### src/rtl/jccs_pkg.sv
// ----------------------------------------------------------------------------
// jccs_pkg
// Shared types, character codes and controller/datapath interface structs
// for the JSON comment and trailing-comma stripper.
// ----------------------------------------------------------------------------
package jccs_pkg;

    localparam int WS_DEPTH = 32;
    localparam int CNT_W    = $clog2(WS_DEPTH + 1);
    localparam int IDX_W    = (WS_DEPTH > 1) ? $clog2(WS_DEPTH) : 1;

    localparam logic [15:0] CH_QUOTE  = 16'h0022;
    localparam logic [15:0] CH_BSLASH = 16'h005C;
    localparam logic [15:0] CH_SLASH  = 16'h002F;
    localparam logic [15:0] CH_STAR   = 16'h002A;
    localparam logic [15:0] CH_COMMA  = 16'h002C;
    localparam logic [15:0] CH_RBRACE = 16'h007D;
    localparam logic [15:0] CH_RBRACK = 16'h005D;
    localparam logic [15:0] CH_SPACE  = 16'h0020;
    localparam logic [15:0] CH_TAB    = 16'h0009;
    localparam logic [15:0] CH_CR     = 16'h000D;
    localparam logic [15:0] CH_LF     = 16'h000A;

    localparam logic [2:0] MODE_NORMAL = 3'd0;
    localparam logic [2:0] MODE_STRING = 3'd1;
    localparam logic [2:0] MODE_ESCAPE = 3'd2;
    localparam logic [2:0] MODE_SLASH  = 3'd3;
    localparam logic [2:0] MODE_LINE   = 3'd4;
    localparam logic [2:0] MODE_BLOCK  = 3'd5;
    localparam logic [2:0] MODE_STAR   = 3'd6;
    localparam logic [2:0] MODE_COMMA  = 3'd7;

    localparam logic [1:0] SEL_X    = 2'd0;
    localparam logic [1:0] SEL_WS   = 2'd1;
    localparam logic [1:0] SEL_Y    = 2'd2;
    localparam logic [1:0] SEL_BARE = 2'd3;

    localparam logic [1:0] WS_SPACE = 2'd0;
    localparam logic [1:0] WS_TAB   = 2'd1;
    localparam logic [1:0] WS_CR    = 2'd2;
    localparam logic [1:0] WS_LF    = 2'd3;

    typedef struct packed {
        logic [15:0] in_char;
        logic        is_last;
    } t_in;

    typedef struct packed {
        logic [15:0] out_char;
        logic        char_valid;
        logic        last_of_run;
        logic        end_of_text;
    } t_out;

    typedef struct packed {
        logic       live;
        logic       accept;
        logic       emit;
        logic [1:0] sel;
    } t_dp_cmd;

    typedef struct packed {
        logic out_free;
        logic has_x;
        logic n_zero;
        logic has_y;
        logic bare;
        logic ws_more;
    } t_dp_status;

    function automatic logic [15:0] ws_char(input logic [1:0] code);
        logic [15:0] ch;
        case (code)
            WS_SPACE: ch = CH_SPACE;
            WS_TAB:   ch = CH_TAB;
            WS_CR:    ch = CH_CR;
            default:  ch = CH_LF;
        endcase
        return ch;
    endfunction

endpackage

### src/rtl/jccs_ctrl.sv
// ----------------------------------------------------------------------------
// jccs_ctrl
// Controller: takes an item when the output register is free and walks its
// emission plan (held char, whitespace flush, final char) one beat a cycle while the output is free.
// ----------------------------------------------------------------------------
module jccs_ctrl (
    input  logic                 i_clk,
    input  logic                 i_rst_n,
    input  logic                 i_in_valid,
    input  jccs_pkg::t_dp_status i_status,
    output jccs_pkg::t_dp_cmd    o_cmd,
    output logic                 o_in_stall
);
    import jccs_pkg::*;

    localparam logic [1:0] S_IDLE = 2'd0;
    localparam logic [1:0] S_WS   = 2'd1;
    localparam logic [1:0] S_Y    = 2'd2;

    logic [1:0] r_state;
    logic [1:0] n_state;
    t_dp_cmd    cmd;
    logic       after_ws;

    assign after_ws = i_status.has_y;

    always_comb begin
        n_state    = r_state;
        cmd        = '0;
        cmd.sel    = SEL_BARE;
        o_in_stall = 1'b1;
        case (r_state)
            S_IDLE: begin
                cmd.live   = 1'b1;
                o_in_stall = !i_status.out_free;
                if (i_in_valid && i_status.out_free) begin
                    cmd.accept = 1'b1;
                    if (i_status.has_x) begin
                        cmd.emit = 1'b1;
                        cmd.sel  = SEL_X;
                        if (!i_status.n_zero) begin
                            n_state = S_WS;
                        end else if (i_status.has_y) begin
                            n_state = S_Y;
                        end
                    end else if (!i_status.n_zero) begin
                        cmd.emit = 1'b1;
                        cmd.sel  = SEL_WS;
                        if (i_status.ws_more) begin
                            n_state = S_WS;
                        end else if (after_ws) begin
                            n_state = S_Y;
                        end
                    end else if (i_status.has_y) begin
                        cmd.emit = 1'b1;
                        cmd.sel  = SEL_Y;
                    end else if (i_status.bare) begin
                        cmd.emit = 1'b1;
                        cmd.sel  = SEL_BARE;
                    end
                end
            end
            S_WS: begin
                cmd.sel = SEL_WS;
                if (i_status.out_free) begin
                    cmd.emit = 1'b1;
                    if (!i_status.ws_more) begin
                        n_state = after_ws ? S_Y : S_IDLE;
                    end
                end
            end
            S_Y: begin
                cmd.sel = SEL_Y;
                if (i_status.out_free) begin
                    cmd.emit = 1'b1;
                    n_state  = S_IDLE;
                end
            end
            default: begin
                n_state = S_IDLE;
            end
        endcase
    end

    always_ff @(posedge i_clk) begin
        if (!i_rst_n) begin
            r_state <= S_IDLE;
        end else begin
            r_state <= n_state;
        end
    end

    assign o_cmd = cmd;

endmodule

### config.mk
export PLATFORM = sky130hd
export DESIGN_NAME = jccs_ctrl
export DESIGN_NICKNAME = d
export VERILOG_FILES = /design/src/rtl/jccs_pkg.sv /design/src/rtl/jccs_ctrl.sv
export SDC_FILE = /design/constraint.sdc
export NUM_CORES = 1
export LEC_CHECK = 0
export ABC_AREA = 1
export BUFFER_PORTS_ARGS = -buffer_cell sky130_fd_sc_hd__buf_4
export CORE_AREA = 2 2 39 41
export DETAILED_ROUTE_END_ITERATION = 8
export DIE_AREA = 0 0 41 43
export PLACE_DENSITY = 0.44
export REMOVE_ABC_BUFFERS = 1
export SYNTH_ARGS = -nofsm -noshare
export SYNTH_HDL_FRONTEND = slang
export SYNTH_SLANG_ARGS = --single-unit
### constraint.sdc
create_clock -name i_clk -period 2.7 [get_ports i_clk]
set_clock_uncertainty 0.05 [all_clocks]
set_input_delay 0.54 -clock i_clk [delete_from_list [all_inputs] [get_ports i_clk]]
set_output_delay 0.54 -clock i_clk [all_outputs]
set_load 0.1 [all_outputs]
==> impl_metrics.toml <==
[synthesis]
ys_ff_latch = 2
synthTopCellsByArea = "nand2_1 (27%), dfxtp_1 (18%), inv_1 (10%)"
synth_top_area_cell = "nand2_1"
synth-warning-count = 0
synth.top_cell.area_share_pct = 27.12
ys_seq_area_share_pct = 18.08
syn-instance-count = 44
synth.avg_cell_area_um2 = 5.033
syn_area_um2 = 221.5
synth_cell_type_count = 12

[layout]
area_delta_synth_final_pct = 66.67
largest-register = "r_state"
final_area_um2 = 369.1
fillers = 168
drive_gt1_share_pct = 37.70
reg_top3 = "r_state (2)"
antennaDiodeCount = 0
final_cell_mix = "nand2_1 (16), buf_4 (14), inv_1 (6), nor2_1 (4)"
largest_register_ffs = 2
utilization_pct = 26.67
layout_commonest_cell = "nand2_1"
fin_nets = 72

[timing]
fin_crit_sh_pct = 74.85
fin_crit_ns = 2.021
holdWs_ns = 0.5014
max_freq_ghz = 0.4948
rsz0062_at_grt = "no"
finalSetupViolCount = 0
maxSlewViolCount = 0
worst_slew_pin_slew_ns = 0.2795
tns_ns = 0
hold_viol_final = 0
relSlewSlack_pct = 81.52

[job]
cap_violations = 0

[die]
die_area_mm2 = 0.001763
core_region_area_mm2 = 0.001384
initial_core_util_pct = 16.00
dieHeight_um = 43
fp-row-count = 14
dieWidth_um = 41
ios = 15

[critical_path]
cp.required_ns = 2.11
start_kind = "input pin"
rrSetupSlack_ns = 1.60
path_class = "input pin to output port"
crit_path_start = "i_status[5]"
arrival_ns = 1.43
r2r_start = "r_state[0]$_SDFFE_PN0P_"
crit_fanout = 5
endpoint_kind = "output port"

[grt]
grt_pass1_vias = 244
grt_max_degree = 7
antenna_found_initial = 0
grt_pass1_wl_um = 890
grt.overflow.total = 0
grt_use_total_pct = 7.916

[drt]
drt-met1-wl_um = 264
wl_um = 582
met2_length_um = 263
routed.top_layer = "met3"
first_pass_iters = 4
viasPerCell = 3.831
drcViolationCount = 0
ant_nets = 0
vias = 295
drtIter0Drc = 3
wire_per_inst_um = 7.558
met3WireLength_um = 54

[hold_path]
hold_path.class = "input pin to flop"
hold_start = "i_rst_n"

[place]
hpwl_um = 487.5
place_area_um2 = 346.6
port_buffers = 14
gp_congestion = 0.7383

[clocking]
clk_latency_ns = 0.22
cts_buffer_depth = 2
cts.clk_slew.worst_paths_ns = 0.03
cts_resized = 0
numCtsBuffers = 3
h-tree-depth = 1
cts_setup_buffers = 0
root_buffer = "clkbuf_4"
hold_buffers = 0
cts_tree = "done"
clock_sinks = 2

[outcome]
status = "complete, no violations"
## final timing paths
| check | end | depth (start not counted) |
|---|---|---|
| min | r_state[1]$_SDFFE_PN0P_ | 3 |
| max | o_cmd[2] | 8 |
| max reg2reg | r_state[1]$_SDFFE_PN0P_ | 6 |
| min reg2reg | r_state[0]$_SDFFE_PN0P_ | 2 |
## kinds of logic after synthesis
kind of cell	synth area share (%)
buffers and inverters	13.56
AO/OA/AOI/OAI	11.30
AND/OR/NAND/NOR	57.06
flip-flops	18.08
## worst max-delay path, cell delays in order
cell and delay, ns:
buf_4 0.10, nand2_1 0.08, inv_1 0.07, nand2_1 0.06, nand2_2 0.10, nand2_1 0.06
a21oi_1 0.12, buf_4 0.30
## per-stage QoR
| stage | cells | setup slack [ns] |
|---|---|---|
| final | 77 | 0.6791 |
| after global routing | 77 | 0.6184 |
| after CTS | 77 | 0.6706 |
| after detailed placement | 74 | 0.6741 |
| after global placement | 74 | 0.6587 |
| after floorplan | 44 | -0.6601 |
## area by class of cell
cell class	count	area (µm²)	share of cell area, %
sequential	2	40.04	10.85
multi-input combinational	34	151.4	41.02
timing repair buffer	14	105.1	28.47
tap	16	20.02	5.424
clock buffer	3	22.52	6.102
inverter	8	30.03	8.136
## routing by layer
metal	up-vias	global-route usage (%)
li1	168	-
met1	119	9.265
met2	8	10.00
met3	0	4.712
met4	0	6.000
met5	-	0
## cell usage after synthesis
cell type / instances
inv_1: 6
dfxtp_1: 2
clkinv_1: 1
o21ai_0: 2
inv_2: 1
nand2_1: 16
a21oi_1: 3
nand3_1: 3
nor2_1: 4
nor3_1: 1
nand2_2: 3
nor2_2: 2
Power is not shown: default switching activity piles up to over one toggle a cycle in this logic, so the estimate is an artifact.
