File: src/rtl/jccs_pkg.sv
// ----------------------------------------------------------------------------
// jccs_pkg
// Shared types, character codes and controller/datapath interface structs
// for the JSON comment and trailing-comma stripper.
// ----------------------------------------------------------------------------
package jccs_pkg;

    localparam int WS_DEPTH = 32;
    localparam int CNT_W    = $clog2(WS_DEPTH + 1);
    localparam int IDX_W    = (WS_DEPTH > 1) ? $clog2(WS_DEPTH) : 1;

    localparam logic [15:0] CH_QUOTE  = 16'h0022;
    localparam logic [15:0] CH_BSLASH = 16'h005C;
    localparam logic [15:0] CH_SLASH  = 16'h002F;
    localparam logic [15:0] CH_STAR   = 16'h002A;
    localparam logic [15:0] CH_COMMA  = 16'h002C;
    localparam logic [15:0] CH_RBRACE = 16'h007D;
    localparam logic [15:0] CH_RBRACK = 16'h005D;
    localparam logic [15:0] CH_SPACE  = 16'h0020;
    localparam logic [15:0] CH_TAB    = 16'h0009;
    localparam logic [15:0] CH_CR     = 16'h000D;
    localparam logic [15:0] CH_LF     = 16'h000A;

    localparam logic [2:0] MODE_NORMAL = 3'd0;
    localparam logic [2:0] MODE_STRING = 3'd1;
    localparam logic [2:0] MODE_ESCAPE = 3'd2;
    localparam logic [2:0] MODE_SLASH  = 3'd3;
    localparam logic [2:0] MODE_LINE   = 3'd4;
    localparam logic [2:0] MODE_BLOCK  = 3'd5;
    localparam logic [2:0] MODE_STAR   = 3'd6;
    localparam logic [2:0] MODE_COMMA  = 3'd7;

    localparam logic [1:0] SEL_X    = 2'd0;
    localparam logic [1:0] SEL_WS   = 2'd1;
    localparam logic [1:0] SEL_Y    = 2'd2;
    localparam logic [1:0] SEL_BARE = 2'd3;

    localparam logic [1:0] WS_SPACE = 2'd0;
    localparam logic [1:0] WS_TAB   = 2'd1;
    localparam logic [1:0] WS_CR    = 2'd2;
    localparam logic [1:0] WS_LF    = 2'd3;

    typedef struct packed {
        logic [15:0] in_char;
        logic        is_last;
    } t_in;

    typedef struct packed {
        logic [15:0] out_char;
        logic        char_valid;
        logic        last_of_run;
        logic        end_of_text;
    } t_out;

    typedef struct packed {
        logic       live;
        logic       accept;
        logic       emit;
        logic [1:0] sel;
    } t_dp_cmd;

    typedef struct packed {
        logic out_free;
        logic has_x;
        logic n_zero;
        logic has_y;
        logic bare;
        logic ws_more;
    } t_dp_status;

    function automatic logic [15:0] ws_char(input logic [1:0] code);
        logic [15:0] ch;
        case (code)
            WS_SPACE: ch = CH_SPACE;
            WS_TAB:   ch = CH_TAB;
            WS_CR:    ch = CH_CR;
            default:  ch = CH_LF;
        endcase
        return ch;
    endfunction

endpackage

File: src/rtl/jccs_dp.sv
// ----------------------------------------------------------------------------
// jccs_dp
// Datapath: scan mode, whitespace hold buffer, per-beat emission plan and
// the output register.
// ----------------------------------------------------------------------------
module jccs_dp (
    input  logic                i_clk,
    input  logic                i_rst_n,
    input  jccs_pkg::t_in       i_in_data,
    input  jccs_pkg::t_dp_cmd   i_cmd,
    input  logic                i_out_stall,
    output jccs_pkg::t_dp_status o_status,
    output logic                o_out_valid,
    output jccs_pkg::t_out      o_out_data
);
    import jccs_pkg::*;

    logic [2:0]       r_mode;
    logic [CNT_W-1:0] r_cnt;
    logic [1:0]       r_ws [WS_DEPTH];
    logic             r_has_x;
    logic             r_x_comma;
    logic [CNT_W-1:0] r_n;
    logic             r_has_y;
    logic [15:0]      r_y;
    logic             r_last;
    logic [CNT_W-1:0] r_idx;
    logic             r_out_valid;
    t_out             r_out;

    logic [15:0]      c;
    logic             last;
    logic             is_ws;
    logic [1:0]       code;
    logic             nu_emit;
    logic [2:0]       nu_mode;

    logic             d_has_x;
    logic             d_x_comma;
    logic [CNT_W-1:0] d_n;
    logic             d_has_y;
    logic [15:0]      d_y;
    logic [2:0]       d_mode;
    logic [CNT_W-1:0] d_cnt;
    logic             d_wr;
    logic             d_bare;

    logic             p_has_x;
    logic             p_x_comma;
    logic [CNT_W-1:0] p_n;
    logic             p_has_y;
    logic [15:0]      p_y;
    logic             p_last;
    logic [CNT_W-1:0] cur_idx;
    logic             ws_more;
    logic             n_zero;
    t_out             n_out;
    logic             fin;

    assign c    = i_in_data.in_char;
    assign last = i_in_data.is_last;

    always_comb begin
        is_ws = 1'b1;
        code  = WS_SPACE;
        case (c)
            CH_SPACE: code = WS_SPACE;
            CH_TAB:   code = WS_TAB;
            CH_CR:    code = WS_CR;
            CH_LF:    code = WS_LF;
            default:  is_ws = 1'b0;
        endcase
    end

    always_comb begin
        nu_emit = !(c == CH_SLASH || c == CH_COMMA);
        if (c == CH_QUOTE) begin
            nu_mode = MODE_STRING;
        end else if (c == CH_SLASH) begin
            nu_mode = MODE_SLASH;
        end else if (c == CH_COMMA) begin
            nu_mode = MODE_COMMA;
        end else begin
            nu_mode = MODE_NORMAL;
        end
    end

    always_comb begin
        d_has_x   = 1'b0;
        d_x_comma = 1'b0;
        d_n       = '0;
        d_has_y   = 1'b0;
        d_y       = c;
        d_mode    = r_mode;
        d_cnt     = r_cnt;
        d_wr      = 1'b0;
        case (r_mode)
            MODE_STRING: begin
                d_has_y = 1'b1;
                if (c == CH_BSLASH) begin
                    d_mode = MODE_ESCAPE;
                end else if (c == CH_QUOTE) begin
                    d_mode = MODE_NORMAL;
                end
            end
            MODE_ESCAPE: begin
                d_has_y = 1'b1;
                d_mode  = MODE_STRING;
            end
            MODE_SLASH: begin
                if (c == CH_SLASH) begin
                    d_mode = MODE_LINE;
                end else if (c == CH_STAR) begin
                    d_mode = MODE_BLOCK;
                end else begin
                    d_has_x = 1'b1;
                    d_has_y = nu_emit;
                    d_mode  = nu_mode;
                    if (c == CH_COMMA) begin
                        d_cnt = '0;
                    end
                end
            end
            MODE_LINE: begin
                if (c == CH_LF) begin
                    d_has_y = 1'b1;
                    d_mode  = MODE_NORMAL;
                end
            end
            MODE_BLOCK: begin
                if (c == CH_STAR) begin
                    d_mode = MODE_STAR;
                end
            end
            MODE_STAR: begin
                if (c == CH_SLASH) begin
                    d_mode = MODE_NORMAL;
                end else if (c != CH_STAR) begin
                    d_mode = MODE_BLOCK;
                end
            end
            MODE_COMMA: begin
                if (is_ws) begin
                    if (r_cnt < CNT_W'(WS_DEPTH)) begin
                        d_wr  = 1'b1;
                        d_cnt = r_cnt + CNT_W'(1);
                    end else begin
                        d_has_x   = 1'b1;
                        d_x_comma = 1'b1;
                        d_n       = r_cnt;
                        d_has_y   = 1'b1;
                        d_mode    = MODE_NORMAL;
                        d_cnt     = '0;
                    end
                end else if (c == CH_RBRACE || c == CH_RBRACK) begin
                    d_n     = r_cnt;
                    d_has_y = 1'b1;
                    d_mode  = MODE_NORMAL;
                    d_cnt   = '0;
                end else begin
                    d_has_x   = 1'b1;
                    d_x_comma = 1'b1;
                    d_n       = r_cnt;
                    d_has_y   = nu_emit;
                    d_mode    = nu_mode;
                    d_cnt     = '0;
                end
            end
            default: begin
                d_has_y = nu_emit;
                d_mode  = nu_mode;
                if (c == CH_COMMA) begin
                    d_cnt = '0;
                end
            end
        endcase

        // end of text: release a held slash or comma, then back to reset state
        if (last) begin
            if (d_mode == MODE_SLASH) begin
                d_has_y = 1'b1;
                d_y     = CH_SLASH;
            end else if (d_mode == MODE_COMMA) begin
                if (d_wr) begin
                    d_has_x   = 1'b1;
                    d_x_comma = 1'b1;
                    d_n       = d_cnt;
                end else begin
                    d_has_y = 1'b1;
                    d_y     = CH_COMMA;
                end
            end
            d_mode = MODE_NORMAL;
            d_cnt  = '0;
        end
        d_bare = last && !d_has_x && (d_n == '0) && !d_has_y;
    end

    assign p_has_x   = i_cmd.live ? d_has_x   : r_has_x;
    assign p_x_comma = i_cmd.live ? d_x_comma : r_x_comma;
    assign p_n       = i_cmd.live ? d_n       : r_n;
    assign p_has_y   = i_cmd.live ? d_has_y   : r_has_y;
    assign p_y       = i_cmd.live ? d_y       : r_y;
    assign p_last    = i_cmd.live ? last      : r_last;
    assign cur_idx   = i_cmd.live ? '0        : r_idx;

    assign n_zero  = (p_n == '0);
    assign ws_more = ({1'b0, cur_idx} + (CNT_W + 1)'(1)) < {1'b0, p_n};

    assign o_status.out_free = !r_out_valid || !i_out_stall;
    assign o_status.has_x    = p_has_x;
    assign o_status.n_zero   = n_zero;
    assign o_status.has_y    = p_has_y;
    assign o_status.bare     = i_cmd.live && d_bare;
    assign o_status.ws_more  = ws_more;

    always_comb begin
        n_out = '0;
        fin   = 1'b1;
        case (i_cmd.sel)
            SEL_X: begin
                n_out.out_char   = p_x_comma ? CH_COMMA : CH_SLASH;
                n_out.char_valid = 1'b1;
                fin              = n_zero && !p_has_y;
            end
            SEL_WS: begin
                n_out.out_char   = ws_char(r_ws[cur_idx[IDX_W-1:0]]);
                n_out.char_valid = 1'b1;
                fin              = !ws_more && !p_has_y;
            end
            SEL_Y: begin
                n_out.out_char   = p_y;
                n_out.char_valid = 1'b1;
            end
            default: begin
                n_out.out_char   = '0;
                n_out.char_valid = 1'b0;
            end
        endcase
        n_out.last_of_run = fin;
        n_out.end_of_text = fin && p_last;
    end

    always_ff @(posedge i_clk) begin
        if (!i_rst_n) begin
            r_mode      <= MODE_NORMAL;
            r_cnt       <= '0;
            r_out_valid <= 1'b0;
        end else begin
            if (i_cmd.accept) begin
                r_mode <= d_mode;
                r_cnt  <= d_cnt;
            end
            if (i_cmd.emit) begin
                r_out_valid <= 1'b1;
            end else if (!i_out_stall) begin
                r_out_valid <= 1'b0;
            end
        end
    end

    always_ff @(posedge i_clk) begin
        if (i_cmd.accept && d_wr) begin
            r_ws[r_cnt[IDX_W-1:0]] <= code;
        end
        if (i_cmd.accept) begin
            r_has_x   <= d_has_x;
            r_x_comma <= d_x_comma;
            r_n       <= d_n;
            r_has_y   <= d_has_y;
            r_y       <= d_y;
            r_last    <= last;
            r_idx     <= d_has_x ? '0 : CNT_W'(1);
        end else if (i_cmd.emit && i_cmd.sel == SEL_WS) begin
            r_idx <= r_idx + CNT_W'(1);
        end
        if (i_cmd.emit) begin
            r_out <= n_out;
        end
    end

    assign o_out_valid = r_out_valid;
    assign o_out_data  = r_out;

endmodule

File: config.mk
export PLATFORM = sky130hd
export DESIGN_NAME = jccs_dp
export DESIGN_NICKNAME = d
export VERILOG_FILES = /design/src/rtl/jccs_pkg.sv /design/src/rtl/jccs_dp.sv
export SDC_FILE = /design/constraint.sdc
export NUM_CORES = 1
export LEC_CHECK = 0
export ABC_AREA = 0
export BUFFER_PORTS_ARGS = -buffer_cell sky130_fd_sc_hd__clkbuf_2
export CELL_PAD_IN_SITES_DETAIL_PLACEMENT = 1
export CELL_PAD_IN_SITES_GLOBAL_PLACEMENT = 1
export CORE_ASPECT_RATIO = 1.75
export CORE_MARGIN = 3
export CORE_UTILIZATION = 53
export DETAILED_ROUTE_END_ITERATION = 12
export PLACE_DENSITY = 0.89
export SYNTH_ARGS = -nofsm -noshare
export SYNTH_HDL_FRONTEND = slang
export SYNTH_SLANG_ARGS = --single-unit
File: constraint.sdc
create_clock -name i_clk -period 8 [get_ports i_clk]
set_clock_uncertainty 0.05 [all_clocks]
set_input_delay 0.4 -clock i_clk [delete_from_list [all_inputs] [get_ports i_clk]]
set_output_delay 0.4 -clock i_clk [all_outputs]
set_load 0.03 [all_outputs]
==> impl_results.md, run 1 <==
- Final slew viol count: 0
- Compound-cell area share of the yosys netlist: 10.01%
- Number of rows created at floorplan: 53
- Setup fix buffers added after clock tree synthesis: 0
- Startpoint type of the worst setup path: flop
- Worst VDD drop: 162.8 uV
- Die height: 153.8 microns
- Synth area leaders: edfxtp_1 52%, mux4_2 5.1%, mux2i_1 4.5%, nor2_1 4.0%, dfxtp_1 3.0%
- Sequential-to-total area share from yosys stat: 55.26%
- Net Count, Synth: 597
- Clock transition at the registers of the reported paths: 0.06 ns
- Via count of the first global-routing pass: 5377
- Total Routing Usage GR: 29.27%
- Drt via density: 6.402
- Most instantiated library cell after synthesis: edfxtp_1
- Unique cell type count in the Yosys netlist: 71
- Count of antenna-violating nets left after detailed routing: 0
- Largest incremental delay on the critical path: 1.05 ns
- Peak fanout along the critical path: 15
- Number of placed instances, taps included: 730
- Number of flops mapped to enable cells by yosys: 115
- Pwr/cell area: 221.2 nW/um^2
- Total congestion overflow after global routing: 0
- Final hold vios: 0
- Buf+Inv Stages, Crit Path: 2
- Post-DP HPWL: 13.26 mm
- Setup repair after global routing missed its margin: no
- Dominant combinational cell family by area after synthesis: simple AND/OR/NAND/NOR gates
- Count of unresolved DRC violations after routing: 0
- Worst-skew pair later-pin latency: 0.42 ns
- Final Setup Violations: 0
- Class of the worst hold path: in2reg
- WP data arrival: 4.16 ns
- Final Core Density: 61.57%
- Result of the run: finished clean
- Final weighted congestion in routability-driven placement: 0.8782
- Per-cell routed wire length: 25.64 microns
- Most common flop cell mapped by yosys: edfxtp_1
- Number of top-level pins: 51
- Synthesized area divided by synthesized cell count: 11.87 sq um
- Simple-gate share of the synthesized area: 16.37%
- Final layout net count: 624
- Area share of fa/ha/maj cells after synthesis: 2.839%
- Antenna violations before repair: 0
- Clock root buffer: clkbuf_16
- Commonest cells in the synthesized netlist: 115 x edfxtp_1, 70 x nor2_1, 34 x nand2_1, 31 x clkbuf_1, 30 x mux2i_1
- Cell-by-cell trace of the critical path: nor2b_1 > ha_1 > ha_1 > a21boi_0 > o21a_1 > o21a_1 > o21ai_0 > a21oi_1 > inv_1 > clkbuf_2
- Total leakage power: 2.472 nW
- Maximum number of pins on one net before global-route repair: 42
- Share of cells above drive strength 1: 20.27%
- Max-slew headroom: 16.44%
- Cells after Synth: 557
- Number of antenna repair diodes: 0
- Critical Path Sink Type: output pin
- Async set-reset flop share out of synthesis: 0%
- Final non-filler cell total: 762
- Area of combinational cells with multiple inputs: 2689 sq um
- Netlist area before placement: 6611 sq um
- Most area-hungry cell type in the Yosys netlist: edfxtp_1
- Max Clock Freq: 216.7 MHz
- Tightest Pin Transition: 1.251 ns
- Die width: 90.43 microns
- Share of the synthesized area in the top cell type: 52.23%
- Level count of the clock H-tree: 4
- Cell family with most CP delay: simple AND/OR/NAND/NOR gates
- Initial core utilization: 54.48%
- Final critical-path share of the clock period: 57.67%
- Worst path slowest cell: nor2b_1
- Final critical-path required period: 4.614 ns
- TritonCTS clock tree: built
- Post-synthesis xor/xnor area fraction: 1.192%
- Post-CTS sizing: 0
- Synth-to-Final Area Change: 13.02%
- Filler Cell Count: 1250
- Overall via count from detail_route: 4878
- Post-route setup TNS: 0 ns
- Cts hold-fix bufs: 0
- CTS sink cnt: 125
- Number of clock buffers inserted by TritonCTS: 17
- Final wirelength: 19.54 mm
- Critical path type: reg2out
- Number of synthesized register bits: 125
- Number of DRC markers in iteration 0: 393
- Initial DRT Pass Iterations: 7
- Worst Path Required: 7.55 ns
- Core outline area: 12140 sq um
- Die footprint: 13900 sq um
- Port Buffer Count: 50
- Mux share of post-synthesis cell area: 9.992%
- Count of maximum capacitance violations: 0
- Sequential Area: 3654 sq um
- Clock tree buffer depth: 2
- First-pass GRT wire length: 30.51 mm
- Yosys warns: 0
[power by group]
group | total [W] | internal (W) | switching [W] | leakage, nW
Sequential | 0.000743 | 0.000729 | 0.0000143 | 1.05
Combinational | 0.000135 | 0.0000461 | 0.0000891 | 1.14
Clock | 0.000774 | 0.000465 | 0.000310 | 0.284
Total | 0.00165 | 0.00124 | 0.000413 | 2.47
[kinds of logic after synthesis]
family                     count (synthesis)
xor gates and xnor gates                   9
adders and majority gates                 15
buffers and inverters                     60
AOI/OAI and AO/OA                         92
and+or+nand+nor                          209
DFF                                      125
muxes                                     47
[cell usage in the layout, fill, tap and decap left out, types with 4 or more instances in the layout]
| master | count |
|---|---|
| clkbuf_2 | 50 |
| nor3_1 | 11 |
| ha_1 | 15 |
| inv_1 | 13 |
| edfxtp_1 | 115 |
| nand2b_1 | 8 |
| nor2_1 | 70 |
| o21ai_0 | 17 |
| and2_1 | 6 |
| a211oi_1 | 8 |
| nor2b_1 | 19 |
| xor2_1 | 6 |
| nand2_1 | 34 |
| a31oi_1 | 6 |
| nand3_1 | 17 |
| mux2i_1 | 30 |
| clkbuf_16 | 17 |
| a22oi_1 | 5 |
| inv_6 | 5 |
| dfxtp_1 | 10 |
| mux4_2 | 15 |
| nor4_1 | 5 |
| nand4_1 | 5 |
| a21oi_1 | 12 |
| o21a_1 | 4 |
| nand3b_1 | 5 |
| buf_4 | 5 |
[layer usage]
layer	share of wire, %	global-route usage [%]	vias up
met5	0	0	-
met4	6.1	19.36	0
met3	3.8	5.678	81
met2	56	54.56	199
met1	34	28.90	2459
li1	-	-	2139
[area by class of cell]
type	instances	area share, %
flip-flops and latches	125	48.89
clock buffers	18	5.743
well taps	165	2.763
inverters	13	0.6530
multi-input cells	372	35.98
repair buffers	55	3.851
clock inverters	14	2.110
[sequential cells by signal, summed over array words and instances (netlist names)]
| register | count |
|---|---|
| r_has_x | 1 |
| r_ws | 64 |
| r_x_comma | 1 |
| r_n | 6 |
| r_has_y | 1 |
| r_last | 1 |
| r_y | 16 |
| r_idx | 6 |
| o_out_valid | 1 |
| r_mode | 3 |
| r_cnt | 6 |
| o_out_data | 19 |
[path summary, 6_finish.rpt]
path | start | endpoint | slack [ns] | cells past startpoint
hold / removal | i_in_data[13] | r_y[12] | 0.16 | 1
setup reg to reg | r_idx[0] | o_out_data[3] | 3.54 | 8
hold reg to reg | r_y[13] | o_out_data[16] | 0.55 | 2
setup / recovery | r_idx[0] | o_status[0] | 3.39 | 10
[through the flow]
stage | total power [W] | instance area [sq um] | setup slack (ns) | hold slack (ns)
finish | 0.001653 | 7472 | 3.386 | 0.1579
global route | 0.001697 | 7472 | 3.085 | 0.1517
CTS | 0.001656 | 7472 | 3.304 | 0.1548
detailed placement | 0.0008854 | 6885 | 3.398 | 0.5121
global placement | 0.0008768 | 6885 | 3.702 | 0.5066
floorplan | 0.0008404 | 6611 | 4.336 | 0.4489
(Power assumes the default switching activity.)
==> run 2, diff against run 1 <==
ABC_AREA = 1   (was 0)
CORE_UTILIZATION = 42   (was 53)
PLACE_DENSITY = 0.79   (was 0.89)
clock period = 4.1 ns   (was 8 ns; I/O delays follow)
==> run 2 against run 1 <==
Area after synthesis up 2.7%. Count of clock-buffer cells in the layout down 1. Sequential share of layout area down 2.2 points. Total power up 94%. Wire length up 3.5%. Global-route usage down 5.6 points.
==> impl_results.md, run 2 <==
- Sequential-to-total area share from yosys stat: 53.81% (was 55.26%)
- Setup repair after global routing missed its margin: no (unchanged)
- Max-slew headroom: 26.81% (was 16.44%)
- Final layout net count: 810 (was 624)
- Clock tree buffer depth: 2 (unchanged)
- Area of combinational cells with multiple inputs: 2671 sq um (was 2689 sq um)
- Die height: 174.2 microns (was 153.8 microns)
- Total congestion overflow after global routing: 0 (unchanged)
- Number of antenna repair diodes: 0 (unchanged)
- Drt via density: 5.668 (was 6.402)
- Worst path slowest cell: dlygate4sd3_1 (was nor2b_1)
- Count of antenna-violating nets left after detailed routing: 0 (unchanged)
- Share of cells above drive strength 1: 20.43% (was 20.27%)
- Final critical-path required period: 3.743 ns
- Level count of the clock H-tree: 4 (unchanged)
- Most common flop cell mapped by yosys: edfxtp_1 (unchanged)
- Core outline area: 15620 sq um (was 12140 sq um)
- Net Count, Synth: 763 (was 597)
- Final critical-path share of the clock period: 91.30%
- Final hold vios: 0 (unchanged)
- Reg-to-reg critical path startpoint: r_cnt[0] (was r_idx[0])
- Final wirelength: 20.22 mm (was 19.54 mm)
- Cell repeated most along the worst path: nand2_1
- Netlist area before placement: 6790 sq um (was 6611 sq um)
- Worst Path Required: 3.85 ns (was 7.55 ns)
- Critical Path Sink Type: output pin (unchanged)
- Number of flops mapped to enable cells by yosys: 115 (unchanged)
- Switch share: 26.27% (was 25.00%)
- Synth-to-Final Area Change: 15.15% (was 13.02%)
- Port Buffer Count: 50 (unchanged)
- Number of synthesized register bits: 125 (unchanged)
- Largest incremental delay on the critical path: 0.56 ns (was 1.05 ns)
- TritonCTS clock tree: built (unchanged)
- Relative contribution of sequential cells to total power: 44.7% (was 45.0%)
- Worst VDD drop: 266.3 uV (was 162.8 uV)
- Buf+Inv Stages, Crit Path: 5 (was 2)
- Maximum number of pins on one net before global-route repair: 40 (was 42)
- Sequential Area: 3654 sq um (unchanged)
- WP data arrival: 3.49 ns (was 4.16 ns)
- Post-route setup TNS: 0 ns (unchanged)
- Hold Path Stages: 1 (unchanged)
- Number of clock buffers inserted by TritonCTS: 17 (unchanged)
- Synth area leaders: edfxtp_1 51%, nand2_1 8.1%, nor2_1 5.0%, nand3_1 3.3%, dfxtp_1 2.9% (was edfxtp_1 52%, mux4_2 5.1%, mux2i_1 4.5%, nor2_1 4.0%, dfxtp_1 3.0%)
- Number of rows created at floorplan: 60 (was 53)
- Peak fanout along the critical path: 18 (was 15)
- Via count of the first global-routing pass: 5931 (was 5377)
- Flip-flop count of the largest register after layout: 64 (unchanged)
- Per-cell routed wire length: 20.87 microns (was 25.64 microns)
- Most area-hungry cell type in the Yosys netlist: edfxtp_1 (unchanged)
- Tightest Pin Transition: 1.095 ns (was 1.251 ns)
- Count of unresolved DRC violations after routing: 0 (unchanged)
- Number of DRC markers in iteration 0: 297 (was 393)
- Die footprint: 17790 sq um (was 13900 sq um)
- Initial DRT Pass Iterations: 5 (was 7)
- Hold-critical path endpoint: r_y[4] (was r_y[12])
- Combinational share of power: 9.1% (was 8.2%)
- Number of cells on the worst reg-to-reg path: 19 (was 8)
- Antenna violations before repair: 0 (unchanged)
- Post-DP HPWL: 14.53 mm (was 13.26 mm)
- Final weighted congestion in routability-driven placement: 0.8766 (was 0.8782)
- Switch Pwr: 0.0008431 W (was 0.0004131 W)
- Unique cell type count in the Yosys netlist: 48 (was 71)
- Max Clock Freq: 267.1 MHz
- Share of the synthesized area in the top cell type: 50.86% (was 52.23%)
- Die width: 102.1 microns (was 90.43 microns)
- First-pass GRT wire length: 31.89 mm (was 30.51 mm)
- CTS sink cnt: 125 (unchanged)
- Total leakage power: 3.029 nW (was 2.472 nW)
- Commonest non-fill, non-tap cells in the layout: 147 x nand2_1, 115 x edfxtp_1, 89 x nor2_1 (was 115 x edfxtp_1, 70 x nor2_1, 50 x clkbuf_2)
- Filler Cell Count: 1811 (was 1250)
- Result of the run: finished clean (unchanged)
- Total Routing Usage GR: 23.64% (was 29.27%)
- Post-CTS sizing: 0 (unchanged)
- Commonest cells in the synthesized netlist: 147 x nand2_1, 115 x edfxtp_1, 90 x nor2_1, 53 x inv_1, 45 x nand3_1 (was 115 x edfxtp_1, 70 x nor2_1, 34 x nand2_1, 31 x clkbuf_1, 30 x mux2i_1)
- Startpoint type of the worst setup path: primary input (was flop)
- Synthesized area divided by synthesized cell count: 9.392 sq um (was 11.87 sq um)
- Setup fix buffers added after clock tree synthesis: 0 (unchanged)
- Count of maximum capacitance violations: 0 (unchanged)
- Overall via count from detail_route: 5492 (was 4878)
- Startpoint of the worst hold path: i_in_data[5] (was i_in_data[13])
- Hold slack final: 0.02607 ns (was 0.1579 ns)
- Clock root buffer: clkbuf_16 (unchanged)
- Most instantiated library cell after synthesis: nand2_1 (was edfxtp_1)
- Pwr/cell area: 410.5 nW/um^2 (was 221.2 nW/um^2)
- Cell family with most CP delay: simple AND/OR/NAND/NOR gates (unchanged)
- Critical path type: in2out (was reg2out)
- Cells after Synth: 723 (was 557)
- Flop-to-flop setup slack: 0.65 ns (was 3.54 ns)
- Worst-skew pair later-pin latency: 0.41 ns (was 0.42 ns)
- Most common library cell in the layout ignoring fill and taps: nand2_1 (was edfxtp_1)
- Final slew viol count: 0 (unchanged)
- Async set-reset flop share out of synthesis: 0% (unchanged)
- Clock power frac: 46.2% (was 46.9%)
- Worst reg2reg endpoint: o_out_data[1] (was o_out_data[3])
- Yosys warns: 0 (unchanged)
- Cell-by-cell trace of the critical path: dlygate4sd3_1 > clkbuf_2 > nor2_2 > nand2_2 > nor2_8 > nand2_1 > nand2_2 > inv_2 > nand2_4 > nand4_1 > o21ai_2 > nand2_1 > nand2_1 > inv_1 > ha_1 > a21o_1 > a211oi_1 > and2_1 > clkbuf_2 (was nor2b_1 > ha_1 > ha_1 > a21boi_0 > o21a_1 > o21a_1 > o21ai_0 > a21oi_1 > inv_1 > clkbuf_2)
- Clock transition at the registers of the reported paths: 0.07 ns (was 0.06 ns)
- Class of the worst hold path: in2reg (unchanged)
- Number of top-level pins: 51 (unchanged)
- Final Setup Violations: 0 (unchanged)
- Design internal power: 0.002367 W (was 0.001239 W)
- Initial core utilization: 43.49% (was 54.48%)
run 2: what timing repair did:
action,4_1_cts,5_1_grt
setup endpoints to repair,0,0
hold endpoints to repair,12,0
hold buffers,12,0
run 2: kinds of logic after synthesis:
kind of cell | after synthesis | synth area share [%]
fa+ha+maj | 15 | 2.764
buf+inv | 109 | 6.891
flops | 125 | 53.80
xor+xnor | 5 | 0.6449
mux | 6 | 0.8845
compound gates | 114 | 10.43
simple gates | 349 | 24.58
run 2: power by group through the flow:
stage / sequential, W / combinational, W / clock, W
5_1_grt: 0.00144 / 0.000321 / 0.00155
6_report: 0.00143 / 0.000293 / 0.00148
3_5_place_dp: 0.00146 / 0.000277 / 0
4_1_cts: 0.00143 / 0.000292 / 0.00150
2_1_floorplan: 0.00148 / 0.000160 / 0
3_3_place_gp: 0.00146 / 0.000265 / 0
run 2: final cells by class:
cell class / instances / area share [%]
sequential: 125 / 46.73
clock inverter: 15 / 1.952
clock buffer: 17 / 5.441
timing repair buffer: 70 / 5.505
inverter: 67 / 3.233
multi-input combinational: 489 / 34.17
tap: 186 / 2.976
run 2: worst max path at each step:
stage / startpoint / to / cells after the start
2_1_floorplan: r_cnt[0] / o_out_data[0] / 19
3_3_place_gp: r_cnt[0] / o_out_data[1] / 19
3_5_place_dp: r_cnt[0] / o_out_data[1] / 19
4_1_cts: i_in_data[13] / o_status[0] / 19
5_1_grt: i_in_data[16] / o_status[0] / 19
6_report: i_in_data[16] / o_status[0] / 19
run 2: routing by layer:
metal	vias up	share of wire, %	GRT usage (%)
li1	2571	-	-
met1	2724	34	24.09
met2	140	58	44.49
met3	57	2.7	3.695
met4	0	4.9	12.21
met5	-	0	0
run 2: through the flow:
stage,setup slack (ns),area [sq um],cells,utilization [%],power [W]
4_1_cts,0.3648,7819,969,50.07,0.003224
6_report,0.3567,7819,969,50.07,0.003210
5_1_grt,0.1180,7819,969,50.07,0.003305
3_5_place_dp,0.7109,7121,925,45.60,0.001738
2_1_floorplan,1.318,6790,723,-,0.001643
3_3_place_gp,0.7897,7121,925,45.60,0.001725
